==> src/rtl/core/msim_fifo.sv <==
`default_nettype none

module msim_fifo #(
	parameter int WIDTH = 8,
	parameter int DEPTH = 2
) (
	input  wire logic             clk,
	input  wire logic             arst_n,
	input  wire logic             push,
	input  wire logic [WIDTH-1:0] wdata,
	input  wire logic             pop,
	output logic      [WIDTH-1:0] rdata,
	output logic                  full,
	output logic                  empty,
	output logic                  afull
);

	localparam int PTR_W = $clog2(DEPTH);
	localparam int LVL_W = $clog2(DEPTH + 1);
	localparam logic [PTR_W-1:0] LAST = PTR_W'(DEPTH - 1);

	logic [WIDTH-1:0] mem_q [DEPTH];
	logic [PTR_W-1:0] wr_ptr_q;
	logic [PTR_W-1:0] rd_ptr_q;
	logic [LVL_W-1:0] level_q;
	logic             do_push;
	logic             do_pop;

	always_comb begin
		full    = level_q == LVL_W'(DEPTH);
		empty   = level_q == '0;
		afull   = level_q >= LVL_W'(DEPTH - 1);
		do_push = push && !full;
		do_pop  = pop && !empty;
		rdata   = mem_q[rd_ptr_q];
	end

	always_ff @(posedge clk or negedge arst_n) begin
		if (!arst_n) begin
			wr_ptr_q <= '0;
			rd_ptr_q <= '0;
			level_q  <= '0;
		end else begin
			if (do_push) begin
				wr_ptr_q <= (wr_ptr_q == LAST) ? '0 : wr_ptr_q + PTR_W'(1);
			end
			if (do_pop) begin
				rd_ptr_q <= (rd_ptr_q == LAST) ? '0 : rd_ptr_q + PTR_W'(1);
			end
			if (do_push && !do_pop) begin
				level_q <= level_q + LVL_W'(1);
			end else if (do_pop && !do_push) begin
				level_q <= level_q - LVL_W'(1);
			end
		end
	end

	always_ff @(posedge clk) begin
		if (do_push) begin
			mem_q[wr_ptr_q] <= wdata;
		end
	end

endmodule

`default_nettype wire

==> config.mk <==
export PLATFORM = sky130hd
export DESIGN_NAME = msim_fifo
export DESIGN_NICKNAME = d
export VERILOG_FILES = /design/src/rtl/core/msim_fifo.sv
export SDC_FILE = /design/constraint.sdc
export NUM_CORES = 1
export LEC_CHECK = 0
export BUFFER_PORTS_ARGS = -buffer_cell sky130_fd_sc_hd__buf_2
export CAP_MARGIN = 20
export CORE_UTILIZATION = 29
export DETAILED_ROUTE_END_ITERATION = 10
export PLACE_DENSITY = 0.59
export SKIP_CTS_REPAIR_TIMING = 1
export SLEW_MARGIN = 20
export SYNTH_ARGS = -nofsm -noshare
export SYNTH_HDL_FRONTEND = slang
export SYNTH_SLANG_ARGS = --single-unit
==> constraint.sdc <==
create_clock -name clk -period 1.8 [get_ports clk]
set_input_delay 0.36 -clock clk [delete_from_list [all_inputs] [get_ports clk]]
set_output_delay 0.36 -clock clk [all_outputs]
set_load 0.02 [all_outputs]
**Word level (Yosys, flattened, before mapping)**

Memories as Yosys holds them, arrays and structs flattened.
Cells that the tools add are included.
W data, S select, Z words.

- Add/sub/neg operators: 4
- Order comparisons: 1
- Equal/unequal tests: 1
- Mux-type cells: 6
- Reductions and logical operators: 10

Operator list:

| kind | count |
|---|---|
| $logic_and A1 B1 Y1 | 4 |
| $logic_not A1 Y1 | 4 |
| $mux W1 | 4 |
| $mux W2 | 2 |
| $add A1 B1 Y1 const B | 2 |
| $add A2 B1 Y2 const B | 1 |
| $eq A2 B2 Y1 const B | 1 |
| $ge A2 B1 Y1 const B | 1 |
| $logic_not A2 Y1 | 1 |
| $reduce_bool A2 Y1 | 1 |
| $sub A2 B1 Y2 const B | 1 |

- Register bits: 4
- Memory bits (writable): 16
- Input port bits: 12
- Output and inout bits: 11
- Logic and storage cells: 26
- Memories: 1

Memories:

| memory | depth | bits a word | read ports | clocked after Yosys merged registers in | write ports | RTL line | text |
|---|---|---|---|---|---|---|---|
| mem_q | 2 | 8 | 1 | 0 | 1 | 22 | `logic [WIDTH-1:0] mem_q [DEPTH];` |

**Logic depth before layout (Yosys ltp)**

- Depth in word-level cells: 7
- Depth in mapped cells: 7
- Gate-level depth less buffers: 7

**Worst setup path after synthesis**

OpenSTA, ideal clock, no wires.

- Kind: register to register
- Start point: reg level_q[0]
- End point: mem mem_q[0][0] (enable)
- Arrival: 1277 ps
- Required time: 1430 ps
- Setup slack: 153 ps
- Cell stages (with the launch flop): 5
- Period minus slack after synthesis: 1647 ps
- Cells stage by stage: dfrtp_1 -> inv_1 -> ha_1 -> nand2b_1 -> nor2_1

- Word-level cells in the longest chain between the ends: 5

RTL lines:

| what | RTL line | text |
|---|---|---|
| start, declared | 25 | `logic [LVL_W-1:0] level_q;` |
| start signal, assigned | 51 | `level_q <= level_q + LVL_W'(1);` |
| start signal, assigned | 53 | `level_q <= level_q - LVL_W'(1);` |
| $eq A2 B2 Y1 | 30 | `full = level_q == LVL_W'(DEPTH);` |
| net full | 13 | `output logic full,` |
| $logic_not A1 Y1 | 33 | `do_push = push && !full;` |
| $logic_and A1 B1 Y1 | 33 |  |
| $mux W1 | 59 | `if (do_push) begin` |
| $mux W1 (implied by the code) | 60 | `mem_q[wr_ptr_q] <= wdata;` |
| end, declared | 22 |  |

The timed path passes the listed nets, and every way through them passes these cells.

**Worst setup path after layout**

- Start point: reg rd_ptr_q
- End point: out rdata[0]

- Word-level cells in the longest chain between the ends: 1

RTL lines:

| what | RTL line | text |
|---|---|---|
| start, declared | 24 | `logic [PTR_W-1:0] rd_ptr_q;` |
| start signal, assigned | 48 | `rd_ptr_q <= (rd_ptr_q == LAST) ? '0 : rd_ptr_q + PTR_W'(1);` |
| $mem_v2 Z2 W8 | -- |  |
| end, declared | 12 | `output logic [WIDTH-1:0] rdata,` |

No other way between the ends.

==> flow_summary.json <==
{
  "htreeDepth": 1,
  "grt.overflow.total": 0,
  "finalWirelength_mm": 1.24,
  "cts_tree": "done",
  "synth_ff_type": "edfxtp_1",
  "vias_per_cell": 4.25,
  "place_ws_ns": 0.172,
  "hold_class": "input pin to flop",
  "syn2layout_area_growth_pct": 24.8,
  "synth.most_common_cell": "edfxtp_1",
  "root_buffer": "clkbuf_4",
  "drive_above_1_share_pct": 48.6,
  "cts.sinks": 20,
  "seq_power_share_pct": 41.8,
  "syn_area_sq_um": 843,
  "arrival_ns": 1.35,
  "grt_pass1_vias": 472,
  "ys_seq_elements": 20,
  "grt_setup_unrepaired": "false",
  "path_max_fanout": 9,
  "ir_drop_uv": 1170,
  "fmax_mhz": 585,
  "grt_max_degree": 13,
  "antenna_found_initial": 0,
  "slew_violations": 0,
  "dr.pass1.iters": 2,
  "p_clk_share_pct": 20.0,
  "switchingPower_uw": 586,
  "postSynthAreaPerCell_sq_um": 17.9,
  "switching_share_pct": 32.7,
  "synth_top_area_share_pct": 57.0,
  "ys_warn_count": 0,
  "dr.first_iter.drc_count": 9,
  "synth.yosys.seq_area_share_pct": 68.8,
  "worst_setup_path_end_kind": "output pin",
  "nets": 91,
  "p_leak_nw": 0.461,
  "max_slew_margin_pct": 75.0,
  "num_rows": 19,
  "setup_ws_ns": 0.0918,
  "synthArstFlopShare_pct": 20.0,
  "die_y_um": 55.9,
  "gp_congestion": 0.711,
  "worst_pin_slew_ns": 0.375,
  "synthTopCellsByCount": "edfxtp_1, mux2_4, dfrtp_1, ha_1, inv_1",
  "synth_nets": 63,
  "instances_no_fill": 105,
  "status": "finished, final reports clean",
  "start_util_pct": 30.6,
  "hold_viol": 0,
  "synth_edf_count": 16,
  "skew_ns": 0.00554,
  "die-area_sq_um": 3130,
  "cts_buffers": 3,
  "clock_path_buffers": 2,
  "core_sq_um": 2760,
  "placed_cells": 100,
  "critPathLaunchType": "flop",
  "power.density_nw_per_um2": 1700,
  "tns_ns": 0,
  "clk_pin_slew_ns": 0.11,
  "synth_cell_types": 13,
  "vias": 446,
  "grtUsageTotal_pct": 8.98,
  "boundaryPins": 23,
  "r2r_slack_ns": 0.19,
  "drtAntennaViolNets": 0,
  "die_x_um": 55.9,
  "combPwrFrac_pct": 38.1,
  "drc": 0,
  "dpl_cell_area_sq_um": 988,
  "synthCells": 47,
  "fillers": 268,
  "criticalPathCategory": "flop to output pin",
  "maxCapViolCount": 0,
  "n_antenna_cell": 0,
  "cp.required_ns": 1.44,
  "detail_route.wl_per_cell_um": 11.8,
  "synthTopCellsByArea": "edfxtp_1, mux2_4, dfrtp_1",
  "fin_crit_sh_pct": 94.9,
  "hold_slack_ns": 0.241,
  "dpl.hpwl_um": 939,
  "setup_viol": 0,
  "io_buffers": 22,
  "min_period_ns": 1.71,
  "synth_top_area_cell": "edfxtp_1",
  "p_int_mw": 1.21,
  "grt_first_pass_wirelength_mm": 2.08,
  "worstSkewPairLatency_ns": 0.30,
  "design_area_sq_um": 1050
}
==> sequential cells by signal (all words and copies together), names as in the netlist <==
name	cells
wr_ptr_q	1
rd_ptr_q	1
mem_q	16
level_q	2
==> cell usage in the layout (no fill, tap or decap) <==
| cell | Yosys | layout |
|---|---|---|
| and2_1 | 1 | 1 |
| buf_2 | 0 | 22 |
| buf_4 | 0 | 1 |
| bufinv_16 | 0 | 1 |
| clkbuf_4 | 0 | 3 |
| dfrtp_1 | 4 | 3 |
| dfrtp_2 | 0 | 1 |
| dlygate4sd3_1 | 0 | 1 |
| edfxtp_1 | 16 | 16 |
| ha_1 | 4 | 4 |
| inv_1 | 4 | 4 |
| mux2_4 | 8 | 8 |
| nand2_1 | 1 | 1 |
| nand2b_1 | 2 | 2 |
| nor2_1 | 1 | 1 |
| o21ai_0 | 1 | 1 |
| xnor2_1 | 3 | 3 |
| xor2_1 | 1 | 1 |
==> kinds of logic (layout without fill, tap and decap cells) <==
logic type / count (synthesis) / count (layout) / share of synthesized area, %
fa+ha+maj: 4 / 4 / 5.93
mux: 8 / 8 / 14.2
compound gates: 1 / 1 / 0.593
xor+xnor: 4 / 4 / 4.16
buf+inv: 5 / 32 / 3.12
flops: 20 / 20 / 68.8
simple gates: 5 / 5 / 3.12
==> power by group through the flow <==
stage          combinational [mW]  clock [mW]  sequential (mW)
6_report                    0.683       0.359            0.749
5_1_grt                     0.756       0.385            0.770
4_1_cts                     0.699       0.374            0.750
3_5_place_dp                0.699           0            0.760
3_3_place_gp                0.688           0            0.753
2_1_floorplan               0.590           0            0.694
==> stage by stage <==
stage	power (mW)	utilization, %
2_1_floorplan	1.28	-
3_3_place_gp	1.44	35.8
3_5_place_dp	1.46	35.8
4_1_cts	1.82	37.7
5_1_grt	1.91	38.2
6_report	1.79	38.2
==> per-layer routing <==
| metal | GRT usage (%) | wire length [um] |
|---|---|---|
| met5 | 0 | 0 |
| met1 | 10.6 | 545 |
| met3 | 4.88 | 106 |
| met2 | 14.5 | 591 |
| met4 | 2.09 | 0 |
==> worst max-delay path, cell delays in order (launching register included) <==
cell and delay (ns):
dfrtp_2 0.56, mux2_4 0.33, buf_2 0.16
==> layout make-up <==
cell class                 instances  area [sq um]  share of cell area [%]
tap                               31          38.8                    3.69
inverter                           4          15.0                    1.43
clock buffer                       3          22.5                    2.14
multi-input combinational         22           236                    22.5
sequential                        20           582                    55.3
clock inverter                     1          30.0                    2.85
timing repair buffer              24           128                    12.1
==> worst paths after layout <==
| path | startpoint | depth (start not counted) | to |
|---|---|---|---|
| setup / recovery | rd_ptr_q | 2 | rdata[0] |
| hold / removal | wdata[2] | 1 | mem_q[1][2] |
| setup reg to reg | level_q[0] | 5 | mem_q[1][7] |
| hold reg to reg | level_q[0] | 1 | level_q[0] |
| max in group asynchronous | arst_n | 2 | rd_ptr_q |
| min in group asynchronous | arst_n | 2 | rd_ptr_q |
No activity file was read; power rests on OpenSTA's default activity.
