**src/rtl/core/msim_pkg.sv**
```systemverilog
`default_nettype none

package msim_pkg;

	// fixed field widths
	localparam int SEL_W  = 2;
	localparam int CAP_W  = 9;
	localparam int WORD_W = 32;

	// build defaults and reset value of the capacity register
	localparam int NUM_STACKS_DEF  = 3;
	localparam int STACK_DEPTH_DEF = 256;
	localparam logic [CAP_W-1:0] CAP_RESET = CAP_W'(256);

	// queue depths between the parts
	localparam int CMDQ_DEPTH = 2;
	localparam int OUTQ_DEPTH = 4;

	typedef enum logic {
		OP_PUSH = 1'b0,
		OP_POP  = 1'b1
	} op_t;

	typedef enum logic [1:0] {
		ST_OK        = 2'd0,
		ST_PUSH_FULL = 2'd1,
		ST_POP_EMPTY = 2'd2,
		ST_BAD_STACK = 2'd3
	} status_t;

	typedef struct packed {
		op_t                      operation;
		logic [SEL_W-1:0]         stack_select;
		logic signed [WORD_W-1:0] push_value;
	} in_word_t;

	typedef struct packed {
		logic signed [WORD_W-1:0] pop_value;
		status_t                  status;
		logic                     stack_now_full;
		logic                     stack_now_empty;
	} out_word_t;

	// classified operation handed from front to back
	typedef struct packed {
		logic    wr;
		logic    rd;
		status_t status;
		logic    now_full;
		logic    now_empty;
	} cmd_info_t;

endpackage

`default_nettype wire

```
**src/rtl/core/msim_front.sv**
```systemverilog
`default_nettype none

module msim_front #(
	parameter int NUM_STACKS  = msim_pkg::NUM_STACKS_DEF,
	parameter int STACK_DEPTH = msim_pkg::STACK_DEPTH_DEF
) (
	input  wire logic                                      clk,
	input  wire logic                                      arst_n,
	input  wire logic                                      push,
	input  wire msim_pkg::in_word_t                        item,
	input  wire logic                                      cfg_we,
	input  wire logic [msim_pkg::CAP_W-1:0]                cfg_data,
	input  wire logic                                      cmd_full,
	output logic                                           cmd_push,
	output msim_pkg::cmd_info_t                            cmd_info,
	output logic [$clog2(NUM_STACKS*STACK_DEPTH)-1:0]      cmd_addr,
	output logic [msim_pkg::WORD_W-1:0]                    cmd_wdata
);

	import msim_pkg::*;

	localparam int CW = $clog2(STACK_DEPTH + 1);
	localparam int XW = (CW > CAP_W) ? CW : CAP_W;
	localparam int SW = $clog2(NUM_STACKS);
	localparam int AW = $clog2(NUM_STACKS * STACK_DEPTH);
	localparam int PW = XW + SEL_W + 1;
	localparam logic [SEL_W:0]  NS      = (SEL_W + 1)'(NUM_STACKS);
	localparam logic [XW-1:0]   DEPTH_X = XW'(STACK_DEPTH);

	logic [CAP_W-1:0] cap_q;
	logic [CW-1:0]    cnt_q [NUM_STACKS];

	logic          accept;
	logic          bad;
	logic          is_pop;
	logic          ok;
	logic [SW-1:0] sel_idx;
	logic [CW-1:0] cnt;
	logic [CW-1:0] cnt_new;
	logic [XW-1:0] cnt_x;
	logic [XW-1:0] cap_x;
	logic [XW-1:0] cap_eff;
	logic [PW-1:0] base;
	logic [PW-1:0] addr_sum;

	always_comb begin
		accept  = push && !cmd_full;
		bad     = {1'b0, item.stack_select} >= NS;
		sel_idx = item.stack_select[SW-1:0];
		cnt     = bad ? '0 : cnt_q[sel_idx];
		cnt_x   = XW'(cnt);
		is_pop  = item.operation == OP_POP;

		// capacity clipped to 1..depth
		cap_x   = XW'(cap_q);
		cap_eff = (cap_x == '0) ? XW'(1) : cap_x;
		if (cap_eff > DEPTH_X) begin
			cap_eff = DEPTH_X;
		end

		if (is_pop) begin
			ok      = cnt != '0;
			cnt_new = ok ? cnt - CW'(1) : cnt;
		end else begin
			ok      = cnt_x < cap_eff;
			cnt_new = ok ? cnt + CW'(1) : cnt;
		end

		// slice base plus top, one lower for pop
		base     = PW'(item.stack_select) * PW'(cap_eff);
		addr_sum = base + PW'(cnt_x) - PW'(is_pop);

		cmd_push           = accept;
		cmd_addr           = addr_sum[AW-1:0];
		cmd_wdata          = item.push_value;
		cmd_info.wr        = !bad && !is_pop && ok;
		cmd_info.rd        = !bad && is_pop && ok;
		cmd_info.now_full  = !bad && (XW'(cnt_new) >= cap_eff);
		cmd_info.now_empty = !bad && (cnt_new == '0);
		if (bad) begin
			cmd_info.status = ST_BAD_STACK;
		end else if (!ok) begin
			cmd_info.status = is_pop ? ST_POP_EMPTY : ST_PUSH_FULL;
		end else begin
			cmd_info.status = ST_OK;
		end
	end

	always_ff @(posedge clk or negedge arst_n) begin
		if (!arst_n) begin
			cap_q <= CAP_RESET;
			for (int i = 0; i < NUM_STACKS; i++) begin
				cnt_q[i] <= '0;
			end
		end else begin
			if (cfg_we) begin
				cap_q <= cfg_data;
			end
			if (accept && !bad && ok) begin
				cnt_q[sel_idx] <= cnt_new;
			end
		end
	end

`ifndef SYNTH
	a_bad_no_effect: assert property (@(posedge clk) disable iff (!arst_n)
		(accept && bad) |-> (!cmd_info.wr && !cmd_info.rd
			&& !cmd_info.now_full && !cmd_info.now_empty))
		else $error("bad stack number produced an access or flags");

	a_push_grows: assert property (@(posedge clk) disable iff (!arst_n)
		(accept && cmd_info.wr && !cfg_we) |=> (cnt_q[$past(sel_idx)] == $past(cnt) + CW'(1)))
		else $error("accepted push did not grow the count");
`endif

endmodule

`default_nettype wire

```
**config.mk**
```make
export PLATFORM = sky130hd
export DESIGN_NAME = msim_front
export DESIGN_NICKNAME = d
export VERILOG_FILES = /design/src/rtl/core/msim_pkg.sv /design/src/rtl/core/msim_front.sv
export SDC_FILE = /design/constraint.sdc
export NUM_CORES = 1
export LEC_CHECK = 0
export BUFFER_PORTS_ARGS = -buffer_cell sky130_fd_sc_hd__buf_2
export CORE_UTILIZATION = 50
export CTS_CLUSTER_DIAMETER = 150
export DETAILED_ROUTE_END_ITERATION = 12
export GPL_TIMING_DRIVEN = 0
export PLACE_DENSITY = 0.75
export REMOVE_ABC_BUFFERS = 1
export SYNTH_ARGS = -nofsm -noshare
export SYNTH_HDL_FRONTEND = slang
export SYNTH_SLANG_ARGS = --single-unit
export TNS_END_PERCENT = 30
```
**constraint.sdc**
```tcl
create_clock -name clk -period 5.85 [get_ports clk]
set_input_delay 0.8775 -clock clk [delete_from_list [all_inputs] [get_ports clk]]
set_output_delay 0.8775 -clock clk [all_outputs]
set_load 0.05 [all_outputs]
```
; Yosys cells after proc, flatten, opt, wreduce, memory -nomap -nowiden
; Index checks and enable logic that the tools add are counted.
[totals]
reg_bits = 36
word_cells = 48
output_inout_bits = 49
in_bits = 49
[classes]
muxes = 16
magnitude_cmp = 6
multipliers = 1
addsub = 4
n_reduce_logical = 16
n_bitwise = 1
[op_table]
columns = op, n
row1 = 9-bit 2-to-1 mux, 9
row2 = 27-bit bitwise mux, 1
row3 = 9-bit binary-select mux with 2-bit select, 1
row4 = 9-bit demux with 2-bit select, 1
row5 = 9-bit zero test, 2
row6 = 10-bit by 9-bit adder with 10-bit output, 1
row7 = 1-bit logical AND, 10
row8 = 2-bit by 9-bit multiplier with 10-bit output, 1
row9 = 10-bit by 1-bit subtractor with 10-bit output, 1
row10 = 9-bit by 1-bit adder with 9-bit output (second input constant), 1
row11 = 9-bit >= comparator, 1
row12 = 9-bit > comparator (second input constant), 1
row13 = 9-bit less-than comparator, 1
row14 = 9-bit nonzero test, 1
row15 = 9-bit by 1-bit subtractor with 9-bit output (second input constant), 1
row16 = 2-bit 2-to-1 mux, 3
row17 = 3-bit >= comparator (second input constant), 1
row18 = 1-bit zero test, 3
row19 = 3-bit by 1-bit less-than comparator with 1-bit output (second input constant), 1
row20 = 2-bit NOT with 3-bit output, 1
row21 = 2-bit >= comparator (second input constant), 1
row22 = 1-bit 2-to-1 mux, 1

; Depth between registers and ports, before layout
; Gate-level depths: netlist of run 1.
[depth]
ltp_word = 10
mapped_depth = 21
depth_no_buf = 18

; Least setup slack after synthesis of run 1
; OpenSTA, ideal clock, no wires.
[synth_path]
kind = input to output
startpoint = in item[32] (netlist bit)
endpoint = out cmd_info[1] (netlist bit)
cell_stages = 21
n_path_buf = 3
setup_slack_ns = 0.106
arrival_time_ns = 4.867
path_cell_list = buf_4 nor2b_4 buf_6 a2bb2oi_2 inv_2 ha_1 a21oi_1 o21a_1 o211ai_1 o21a_1 buf_6 a2bb2oi_4 xnor2_1 inv_1 ha_1 nand2b_1 a21o_1 a21oi_1 nor2_1 o2111ai_1 a21boi_0
[synth_lines]
columns = element, line
row1 = start: declaration, msim_front.sv:10  ; input wire msim_pkg::in_word_t item,
row2 = end: declaration, msim_front.sv:15  ; output msim_pkg::cmd_info_t cmd_info,

==> results of run 1 <==
-- sequential cells by signal, indices dropped and copies added, names as in the netlist --
signal,count
cap_q,9
cnt_q,27
-- cells by family after synthesis --
group / count (synthesis) / share of synthesized area (%)
fa+ha+maj: 44 / 17.0
mux: 43 / 13.8
xor+xnor: 15 / 3.62
compound gates: 59 / 14.0
simple gates: 82 / 12.4
flops: 36 / 24.9
buf+inv: 92 / 14.3
-- power by group --
group | internal, mW | leakage, nW | total, mW | switching [mW]
Combinational | 0.444 | 1.35 | 1.26 | 0.813
Sequential | 0.319 | 0.452 | 0.362 | 0.0430
Clock | 0.0836 | 0.0422 | 0.176 | 0.0921
Total | 0.847 | 1.84 | 1.80 | 0.948
-- synthesized netlist by cell type (6+ instances only) --
cell,n
a21oi_1,13
buf_4,34
buf_6,6
dfrtp_1,35
fa_1,9
ha_1,35
inv_1,44
mux2_2,24
mux2_4,8
mux2i_1,11
nand2_1,34
nor2_1,13
nor2b_1,8
o21ai_0,7
xnor2_1,11
-- per-layer routing --
metal,share of wire [%],track usage (%)
met4,0.55,5.66
met1,46,30.3
met3,10,10.7
met2,43,32.4
met5,0,6.29
-- timing repair --
action                                  4_1_cts  5_1_grt
resized for setup                             3        7
buffers inserted                              0        4
endpoints found under the setup margin        1        1
-- through the flow --
| stage | setup WS, ns | total power [mW] |
|---|---|---|
| after floorplan | 0.283 | 1.36 |
| after global placement | -0.301 | 1.57 |
| after detailed placement | -0.339 | 1.60 |
| after CTS | 0.0161 | 1.78 |
| after global routing | 0.0291 | 1.92 |
| final | 0.204 | 1.80 |
-- path summary, 6_finish.rpt --
path / startpoint / end
setup / recovery: item[33] / cmd_info[1]
hold / removal: cnt_q[25]$_DFFE_PN0P_ / cnt_q[25]$_DFFE_PN0P_
setup reg to reg: cnt_q[6]$_DFFE_PN0P_ / cnt_q[7]$_DFFE_PN0P_
hold reg to reg: cnt_q[25]$_DFFE_PN0P_ / cnt_q[25]$_DFFE_PN0P_
max in group asynchronous: arst_n / cnt_q[7]$_DFFE_PN0P_
min in group asynchronous: arst_n / cnt_q[11]$_DFFE_PN0P_
-- cell type report --
| cell class | count | area [µm²] |
|---|---|---|
| Clock buffer | 7 | 76.3 |
| Clock inverter | 1 | 5.00 |
| Fill cell | 659 | 3190 |
| Inverter | 46 | 173 |
| Multi-Input combinational cell | 243 | 2220 |
| Sequential cell | 36 | 902 |
| Tap cell | 96 | 120 |
| Timing Repair Buffer | 37 | 215 |
==> metrics.md, run 1 <==
| Metric | Value |
|---|---|
| Async set-reset flop share out of synthesis | 100% |
| Peak VDD IR | 0.321 mV |
| Avg Inst Size Synth | 9.78 µm² |
| Clock transition at the registers of the reported paths | 0.07 ns |
| Initial core utilization | 52.6% |
| CTS tree | built |
| Final min period | 5.65 ns |
| P per Cell Area | 483 nW/µm² |
| Cell repeated most along the worst path | ha_1 |
| Min-Delay Path Depth | 1 |
| CTS Buf Count | 5 |
| Outcome | completed |
| Most frequent cells in the layout | 44 x inv_1, 35 x ha_1, 35 x dfrtp_1 |
| Vias | 2,581 |
| Critical path type | in2out |
| Worst skew pair latency | 0.30 ns |
| Max-Slew Margin vs Limit | 45.6% |
| Core Region | 6910 µm² |
| Post-synthesis sequential area ratio | 24.9% |
| Clk buf depth | 2 |
| Hpwl dp | 6.20 mm |
| Number of cells on the worst reg-to-reg path | 11 |
| Clock Sinks | 36 |
| Detail Route Antenna Nets | 0 |
| Setup_tns | 0 ns |
| Final period utilization | 96.5% |
| Synth area leaders | dfrtp_1 24%, ha_1 12%, mux2_2 7.4% |
| Die H | 87.2 µm |
| Ys flop type | dfrtp_1 |
| Mapped Cells | 371 |
| RePlAce Congestion | 0.905 |
| Yosys warning count | 0 |
| Layout Skew | 0.00444 ns |
| Die width | 87.2 µm |
| Finished Layout Cells | 466 |
| Data arrival, critical path | 4.77 ns |
| Vias in the first global route | 2,400 |
| Vias per cell | 5.54 |
| Drt total wl | 8.07 mm |
| Global route overflow | 0 |
| Synth area leader | dfrtp_1 |
| CTS root buf | clkbuf_8 |
| Critical Path RT | 4.97 ns |
| Final hold vios | 0 |
| Post-DP Area | 3570 µm² |
| Critical path's top delay family | compound AO/OA/AOI/OAI gates |
| #FFs+latches synth | 36 |
| F_max | 177 MHz |
| Setup-failing EPs final | 0 |
| Hold Slack | 0.508 ns |
| CP endpoint kind | output pin |
| RSZ-0062 raised after global routing | no |
| Most common cell after layout, fill and taps aside | inv_1 |
| Pin count of the biggest net entering global routing | 37 |
| DR WL/cell | 17.3 µm |
| Leakage power | 1.84 nW |
| GRT Overall Usage | 22.7% |
| Nets | 462 |
| DR iter-0 viols | 181 |
| H-tree lvl count | 2 |
| Port Buffers | 33 |
| Finished Core Util | 53.8% |
| Ratio of cells with drive above 1 in the final layout | 27.3% |
| Die area | 7600 µm² |
| Max-Cap Viols | 0 |
| Worst path depth | 17 |
| Tightest Pin Transition | 0.815 ns |
| Cell Rows | 30 |
| 1st-pass router iterations | 4 |
| Crit Path Max Fanout | 26 |
| Ant. Diodes | 0 |
| Post-Place Cells | 454 |
| Post-synth cell types | 60 |
| Antenna violations before repair | 0 |
| Top-area cell type share of the netlist area | 24.1% |
| Residual DRC count | 0 |
| Crit start category | input pin |
| Slowest stage cell on the critical path | xor2_1 |
| Global-route wire length before repair | 12.9 mm |
| Slew Viols, Final | 0 |
| Number of synthesized flops with an enable pin | 0 |
| Final design area excluding fillers | 3710 µm² |
| Largest stage delay on the critical path | 0.47 ns |
| Worst hold path type | reg2reg |
| Worst Path Buf+Inv | 4 |
| I/O Pins | 98 |
| CP cell instances | buf_8 -> mux2i_1 -> a2bb2oi_2 -> inv_2 -> ha_1 -> a21oi_1 -> o21a_1 -> o211ai_1 -> o21a_2 -> buf_4 -> o32ai_2 -> xor2_1 -> ha_1 -> a21o_1 -> a221oi_1 -> a21boi_0 -> buf_2 |
| CTS Hold Bufs | 0 |
| Synthesized area | 3630 µm² |
| Layout Area Growth over Synthesis | 2.34% |
| Flop-to-flop setup slack | 2.49 ns |
Note: power is estimated with default switching activity, not from simulation.
==> run 2: changes to the inputs <==
--- a/config.mk
+++ b/config.mk
@@ -5,12 +5,16 @@
 export SDC_FILE = /design/constraint.sdc
 export NUM_CORES = 1
 export LEC_CHECK = 0
+export ABC_AREA = 1
 export BUFFER_PORTS_ARGS = -buffer_cell sky130_fd_sc_hd__buf_2
-export CORE_UTILIZATION = 50
+export CELL_PAD_IN_SITES_DETAIL_PLACEMENT = 2
+export CELL_PAD_IN_SITES_GLOBAL_PLACEMENT = 2
+export CORE_MARGIN = 10
+export CORE_UTILIZATION = 31
 export CTS_CLUSTER_DIAMETER = 150
 export DETAILED_ROUTE_END_ITERATION = 12
 export GPL_TIMING_DRIVEN = 0
-export PLACE_DENSITY = 0.75
+export PLACE_DENSITY = 0.8
 export REMOVE_ABC_BUFFERS = 1
 export SYNTH_ARGS = -nofsm -noshare
 export SYNTH_HDL_FRONTEND = slang
==> metrics.md, run 2 <==
| Metric | Value |
|---|---|
| Global-route wire length before repair | 19.5 mm |
| 1st-pass router iterations | 4 |
| DR WL/cell | 21.2 µm |
| Final hold vios | 0 |
| Max-Slew Margin vs Limit | 44.8% |
| Crit Path Max Fanout | 14 |
| RR Endpoint | cnt_q[8]$_DFFE_PN0P_ |
| CTS tree | built |
| GR peak layer | met2 |
| Slowest stage cell on the critical path | ha_1 |
| Async set-reset flop share out of synthesis | 100% |
| Synth area leader | dfrtp_1 |
| Top-area cell type share of the netlist area | 23.2% |
| Critical Path RT | 4.97 ns |
| Critical path type | in2out |
| Slew Viols, Final | 0 |
| Drt total wl | 13.7 mm |
| FF-to-FF Start | cap_q[2]$_DFFE_PN0P_ |
| Met1 usage | 18.0% |
| Die H | 130 µm |
| Most common cell in the netlist | nand2_1 |
| Avg Inst Size Synth | 7.93 µm² |
| Die area | 17,000 µm² |
| Synth area leaders | dfrtp_1 23%, ha_1 12%, nand2_1 11% |
| Nets | 592 |
| Synth top cells by count | 108 x nand2_1, 65 x inv_1, 35 x dfrtp_1, 35 x ha_1, 32 x buf_4 |
| Final min period | 5.75 ns |
| Outcome | completed |
| CP endpoint kind | output pin |
| Post-synthesis sequential area ratio | 23.9% |
| Yosys warning count | 0 |
| Data arrival, critical path | 4.87 ns |
| P per Cell Area | 545 nW/µm² |
| Core Region | 12,000 µm² |
| Worst skew pair latency | 0.28 ns |
| Min-Delay Path Depth | 2 |
| Global route overflow | 0 |
| End of the critical path | cmd_info[1] |
| Place WS | -0.562 ns |
| Hold Slack | 0.478 ns |
| Worst path depth | 26 |
| Vias in the first global route | 3,464 |
| RePlAce Congestion | 0.790 |
| Most frequent cells in the layout | 108 x nand2_1, 65 x inv_1, 35 x ha_1, 35 x dfrtp_1, 30 x buf_2 |
| Number of synthesized flops with an enable pin | 0 |
| Critical path's top delay family | simple AND/OR/NAND/NOR gates |
| Clk buf depth | 2 |
| Most common cell after layout, fill and taps aside | nand2_1 |
| Flop-to-flop setup slack | 2.54 ns |
| Biggest register | cnt_q |
| GRT Overall Usage | 14.9% |
| Synthesized area | 3780 µm² |
| # fillers | 1,388 |
| Post-synth cell types | 47 |
| Clock Sinks | 36 |
| Ys flop type | dfrtp_1 |
| Adder-Cell Fraction of Synth Area | 16.3% |
| Hpwl dp | 9.58 mm |
| Biggest regs | cnt_q: 27 flops, cap_q: 9 flops |
| Number of cells on the worst reg-to-reg path | 20 |
| Met3 Use GR | 4.67% |
| Ratio of cells with drive above 1 in the final layout | 26.6% |
| Crit start category | input pin |
| Clock transition at the registers of the reported paths | 0.06 ns |
| Register area | 902 µm² |
| Final period utilization | 98.2% |
| Vias per cell | 5.03 |
| Peak VDD IR | 0.166 mV |
| Cell repeated most along the worst path | nand2_1 |
| I/O Pins | 98 |
| F_max | 174 MHz |
| Setup_tns | 0 ns |
| Proportion of synthesized area in mux cells | 1.79% |
| Max-Cap Viols | 0 |
| CP Launch Point | item[33] |
| Leakage power | 2.13 nW |
| H-tree lvl count | 2 |
| Mapped Cells | 477 |
| Worst hold path type | reg2reg |
| Vias | 3,254 |
| Layout Area Growth over Synthesis | 10.8% |
| Layout Skew | 0.00784 ns |
| Initial core utilization | 31.6% |
| CTS root buf | clkbuf_16 |
| Area of the multi-input gates | 2310 µm² |
| Tightest Pin Transition | 0.828 ns |
| Largest family of logic cells by synthesized area | simple AND/OR/NAND/NOR gates |
| #FFs+latches synth | 36 |
| Setup-failing EPs final | 0 |
| Largest stage delay on the critical path | 0.35 ns |
| Port Buffers | 33 |
| DR iter-0 viols | 129 |
| Compound-Gate Fraction of Synth Area | 11.7% |
| Residual DRC count | 0 |
| Antenna violations before repair | 0 |
| Synth Area in XOR/XNOR | 4.96% |
| Synth Area in Simple Gates | 25.2% |
| Pin count of the biggest net entering global routing | 37 |
| Largest register FFs | 27 |
| Detail Route Antenna Nets | 0 |
| Die width | 130 µm |
| Cell Rows | 40 |
| Final WS setup | 0.103 ns |
| GR Util met2 | 25.1% |
| CTS Buf Count | 5 |
| Worst Path Buf+Inv | 5 |
| Ant. Diodes | 0 |
==> run 2: cell types whose count changed in the layout (fill, tap and decap cells not counted), sizes merged, moves of 18 or more <==
cell and delta:
o21ai +30, buf +18, inv +28, nand3 +28
nand2 +87, nor2 +19, mux2 -26
==> run 2: layout make-up <==
type,instances,share of cell area [%]
Clock buffer,8,3.49
Tap cell,147,4.39
Multi-Input combinational cell,325,55.2
Inverter,76,7.23
Timing Repair Buffer,55,8.15
Sequential cell,36,21.5
==> run 2: how the worst min path moves through the flow <==
stage	from	end
2_1_floorplan	cnt_q[19]$_DFFE_PN0P_	cnt_q[19]$_DFFE_PN0P_
6_report	cnt_q[1]$_DFFE_PN0P_	cnt_q[1]$_DFFE_PN0P_
5_1_grt	cnt_q[3]$_DFFE_PN0P_	cnt_q[3]$_DFFE_PN0P_
4_1_cts	cnt_q[1]$_DFFE_PN0P_	cnt_q[1]$_DFFE_PN0P_
3_5_place_dp	cnt_q[1]$_DFFE_PN0P_	cnt_q[1]$_DFFE_PN0P_
3_3_place_gp	cnt_q[19]$_DFFE_PN0P_	cnt_q[19]$_DFFE_PN0P_
==> run 2: per-layer routing <==
metal  up-vias  routed length [µm]
li1       1535                   -
met4         0                 267
met5         -                   0
met1      1638                5750
met2        62                6910
met3        19                 764
==> run 2: worst register-to-register path, stage by stage, from the launching register on <==
cell     delay (ns)
dfrtp_1        0.46
nor2_1         0.15
nand2_1        0.11
o21ai_4        0.20
inv_1          0.06
nor2_1         0.30
inv_1          0.15
ha_1           0.30
nand2_1        0.06
inv_1          0.04
nand2_1        0.07
nand3_1        0.07
nand2_1        0.06
nand2_1        0.06
nand2_2        0.10
nand2_4        0.10
nand2_4        0.11
nand4_4        0.16
nor2_4         0.16
inv_2          0.15
o21ai_0        0.33
==> run 2: what timing repair did <==
action                                  4_1_cts  5_1_grt
endpoints found under the setup margin        1        4
resized for setup                             7        3
hold buffers                                  0        0
setup buffers                                 1       21
pin swaps                                     1        6
==> run 2: cell families after synthesis <==
| logic type | after synthesis |
|---|---|
| simple gates | 193 |
| buf+inv | 116 |
| compound gates | 64 |
| fa+ha+maj | 44 |
| flops | 36 |
| xor+xnor | 18 |
| mux | 6 |
==> run 2: where the power goes <==
part,switching [mW],internal (mW)
logic,1.15,0.486
registers,0.0469,0.331
clock network,0.0966,0.170
==> run 2: stage by stage <==
step	cells	area [µm²]	total power, mW	util (%)
floorplan	437	3480	1.54	-
global placement	617	3830	1.85	32.0
detailed placement	617	3830	1.93	32.0
CTS	626	4020	2.22	33.6
global route	647	4190	2.47	35.0
finish	647	4190	2.28	35.0
==> run 3: changes to the inputs <==
--- a/config.mk
+++ b/config.mk
@@ -16,6 +16,7 @@
 export GPL_TIMING_DRIVEN = 0
 export PLACE_DENSITY = 0.8
 export REMOVE_ABC_BUFFERS = 1
+export SETUP_SLACK_MARGIN = 0.15
 export SYNTH_ARGS = -nofsm -noshare
 export SYNTH_HDL_FRONTEND = slang
 export SYNTH_SLANG_ARGS = --single-unit
==> metrics.md, run 3 (synthesized netlist as in run 2, its figures left out) <==
| Metric | Value |
|---|---|
| Clock transition at the registers of the reported paths | 0.05 ns |
| Final design area excluding fillers | 4220 µm² |
| Internal | 991 µW |
| CTS tree | built |
| Ant. Diodes | 0 |
| F_max | 179 MHz |
| Finished Core Util | 35.3% |
| Die width | 130 µm |
| Data arrival, critical path | 4.71 ns |
| Place WS | -0.562 ns |
| Antenna violations before repair | 0 |
| Biggest register | cnt_q |
| Final WS setup | 0.265 ns |
| Vias | 3,282 |
| Clock Sinks | 36 |
| Post-Place Cells | 617 |
| Global route overflow | 0 |
| DR iter-0 viols | 108 |
| Core Region | 12,000 µm² |
| Vias in the first global route | 3,472 |
| I/O Pins | 98 |
| Clk network pwr share | 11.6% |
| Post-DP Area | 3830 µm² |
| Sequential share of power | 16.5% |
| Layout Skew | 0.00451 ns |
| Crit Path Max Fanout | 14 |
| Number of cells on the worst reg-to-reg path | 21 |
| Setup-failing EPs final | 0 |
| Most frequent cells in the layout | 108 x nand2_1, 64 x inv_1, 35 x ha_1, 35 x dfrtp_1, 30 x buf_2 |
| Peak VDD IR | 0.166 mV |
| Tightest Pin Transition | 0.824 ns |
| RR Endpoint | cnt_q[15]$_DFFE_PN0P_ |
| CP endpoint kind | output pin |
| Drt total wl | 13.4 mm |
| Biggest regs | cnt_q: 27 flops, cap_q: 9 flops |
| Die H | 130 µm |
| Worst hold path type | reg2reg |
| H-tree lvl count | 2 |
| DR WL/cell | 20.8 µm |
| Port Buffers | 33 |
| Ratio of cells with drive above 1 in the final layout | 26.9% |
| Max-Slew Margin vs Limit | 45.1% |
| Flop-to-flop setup slack | 2.57 ns |
| Initial core utilization | 31.6% |
| Psw | 1.30 mW |
| Setup_tns | 0 ns |
| P per Cell Area | 542 nW/µm² |
| Outcome | completed |
| Min-Delay Path Depth | 2 |
| Hpwl dp | 9.58 mm |
| Largest register FFs | 27 |
| Combinational power share | 71.8% |
| Detail Route Antenna Nets | 0 |
| Worst skew pair latency | 0.28 ns |
| GRT Overall Usage | 14.9% |
| Cell Rows | 40 |
| Critical Path RT | 4.97 ns |
| Crit start category | input pin |
| End of the critical path | cmd_info[1] |
| CP Launch Point | item[33] |
| Global-route wire length before repair | 19.6 mm |
| Pin count of the biggest net entering global routing | 37 |
| Leakage power | 2.12 nW |
| Slew Viols, Final | 0 |
| Most common cell after layout, fill and taps aside | nand2_1 |
| Total Power | 2.29 mW |
| CTS Buf Count | 5 |
| CTS root buf | clkbuf_16 |
| Layout Area Growth over Synthesis | 11.6% |
| Clk buf depth | 2 |
| Critical path type | in2out |
| Finished Layout Cells | 645 |
| Max-Cap Viols | 0 |
| Switching share of power | 56.7% |
| RSZ-0062 raised after global routing | no |
| FF-to-FF Start | cap_q[2]$_DFFE_PN0P_ |
| Die area | 17,000 µm² |
| Final min period | 5.58 ns |
| Nets | 590 |
| Vias per cell | 5.09 |
| Hold Slack | 0.481 ns |
| RePlAce Congestion | 0.790 |
| Final period utilization | 95.5% |
| Residual DRC count | 0 |
| Final hold vios | 0 |
| 1st-pass router iterations | 4 |
==> run 3: worst max-delay path: stages <==
cell,delay [ns]
buf_6,0.17
inv_2,0.09
nor2_4,0.29
buf_4,0.17
nand2_1,0.09
o221ai_4,0.13
ha_1,0.29
inv_1,0.09
nor3_1,0.06
a211oi_2,0.21
buf_4,0.17
nand2_4,0.09
nor2_4,0.09
nand2_2,0.09
nor2_4,0.12
nor2_1,0.06
a21oi_2,0.17
inv_1,0.07
ha_1,0.30
nand2_1,0.10
inv_1,0.09
nand3_1,0.12
nor3_1,0.23
a31oi_1,0.15
a21oi_2,0.16
buf_4,0.21
==> run 3: how the worst min path moves through the flow <==
stage / end / slack (ns) / from
2_1_floorplan: cnt_q[19]$_DFFE_PN0P_ / 0.44 / cnt_q[19]$_DFFE_PN0P_
3_3_place_gp: cnt_q[19]$_DFFE_PN0P_ / 0.46 / cnt_q[19]$_DFFE_PN0P_
3_5_place_dp: cnt_q[1]$_DFFE_PN0P_ / 0.47 / cnt_q[1]$_DFFE_PN0P_
4_1_cts: cnt_q[1]$_DFFE_PN0P_ / 0.48 / cnt_q[1]$_DFFE_PN0P_
5_1_grt: cnt_q[3]$_DFFE_PN0P_ / 0.51 / cnt_q[3]$_DFFE_PN0P_
6_report: cnt_q[1]$_DFFE_PN0P_ / 0.48 / cnt_q[1]$_DFFE_PN0P_
==> run 3: per-layer routing <==
metal	GRT usage, %	routed length (µm)	vias to the layer above
li1	-	-	1530
met1	18.1	5650	1659
met2	25.1	6600	71
met3	4.67	811	22
met4	3.79	317	0
met5	0	0	-
==> run 3: what timing repair did <==
item	4_1_cts	5_1_grt
resized for setup	9	9
endpoints found under the hold margin	0	0
gates cloned	0	0
setup endpoints to repair	2	3
pin swaps	3	7
hold buffers	0	0
buffers inserted	2	18
==> run 3: area by class of cell <==
cell class	instances	area (µm²)
sequential	36	902
timing repair buffer	53	330
multi-input combinational	325	2350
fill	1374	7740
tap	147	184
inverter	76	303
clock buffer	8	146
==> run 3: power groups by stage <==
stage | sequential, mW | clock (mW) | combinational (mW)
global placement | 0.374 | 0 | 1.48
global route | 0.390 | 0.286 | 1.80
detailed placement | 0.380 | 0 | 1.55
floorplan | 0.365 | 0 | 1.18
CTS | 0.378 | 0.272 | 1.58
finish | 0.378 | 0.266 | 1.64
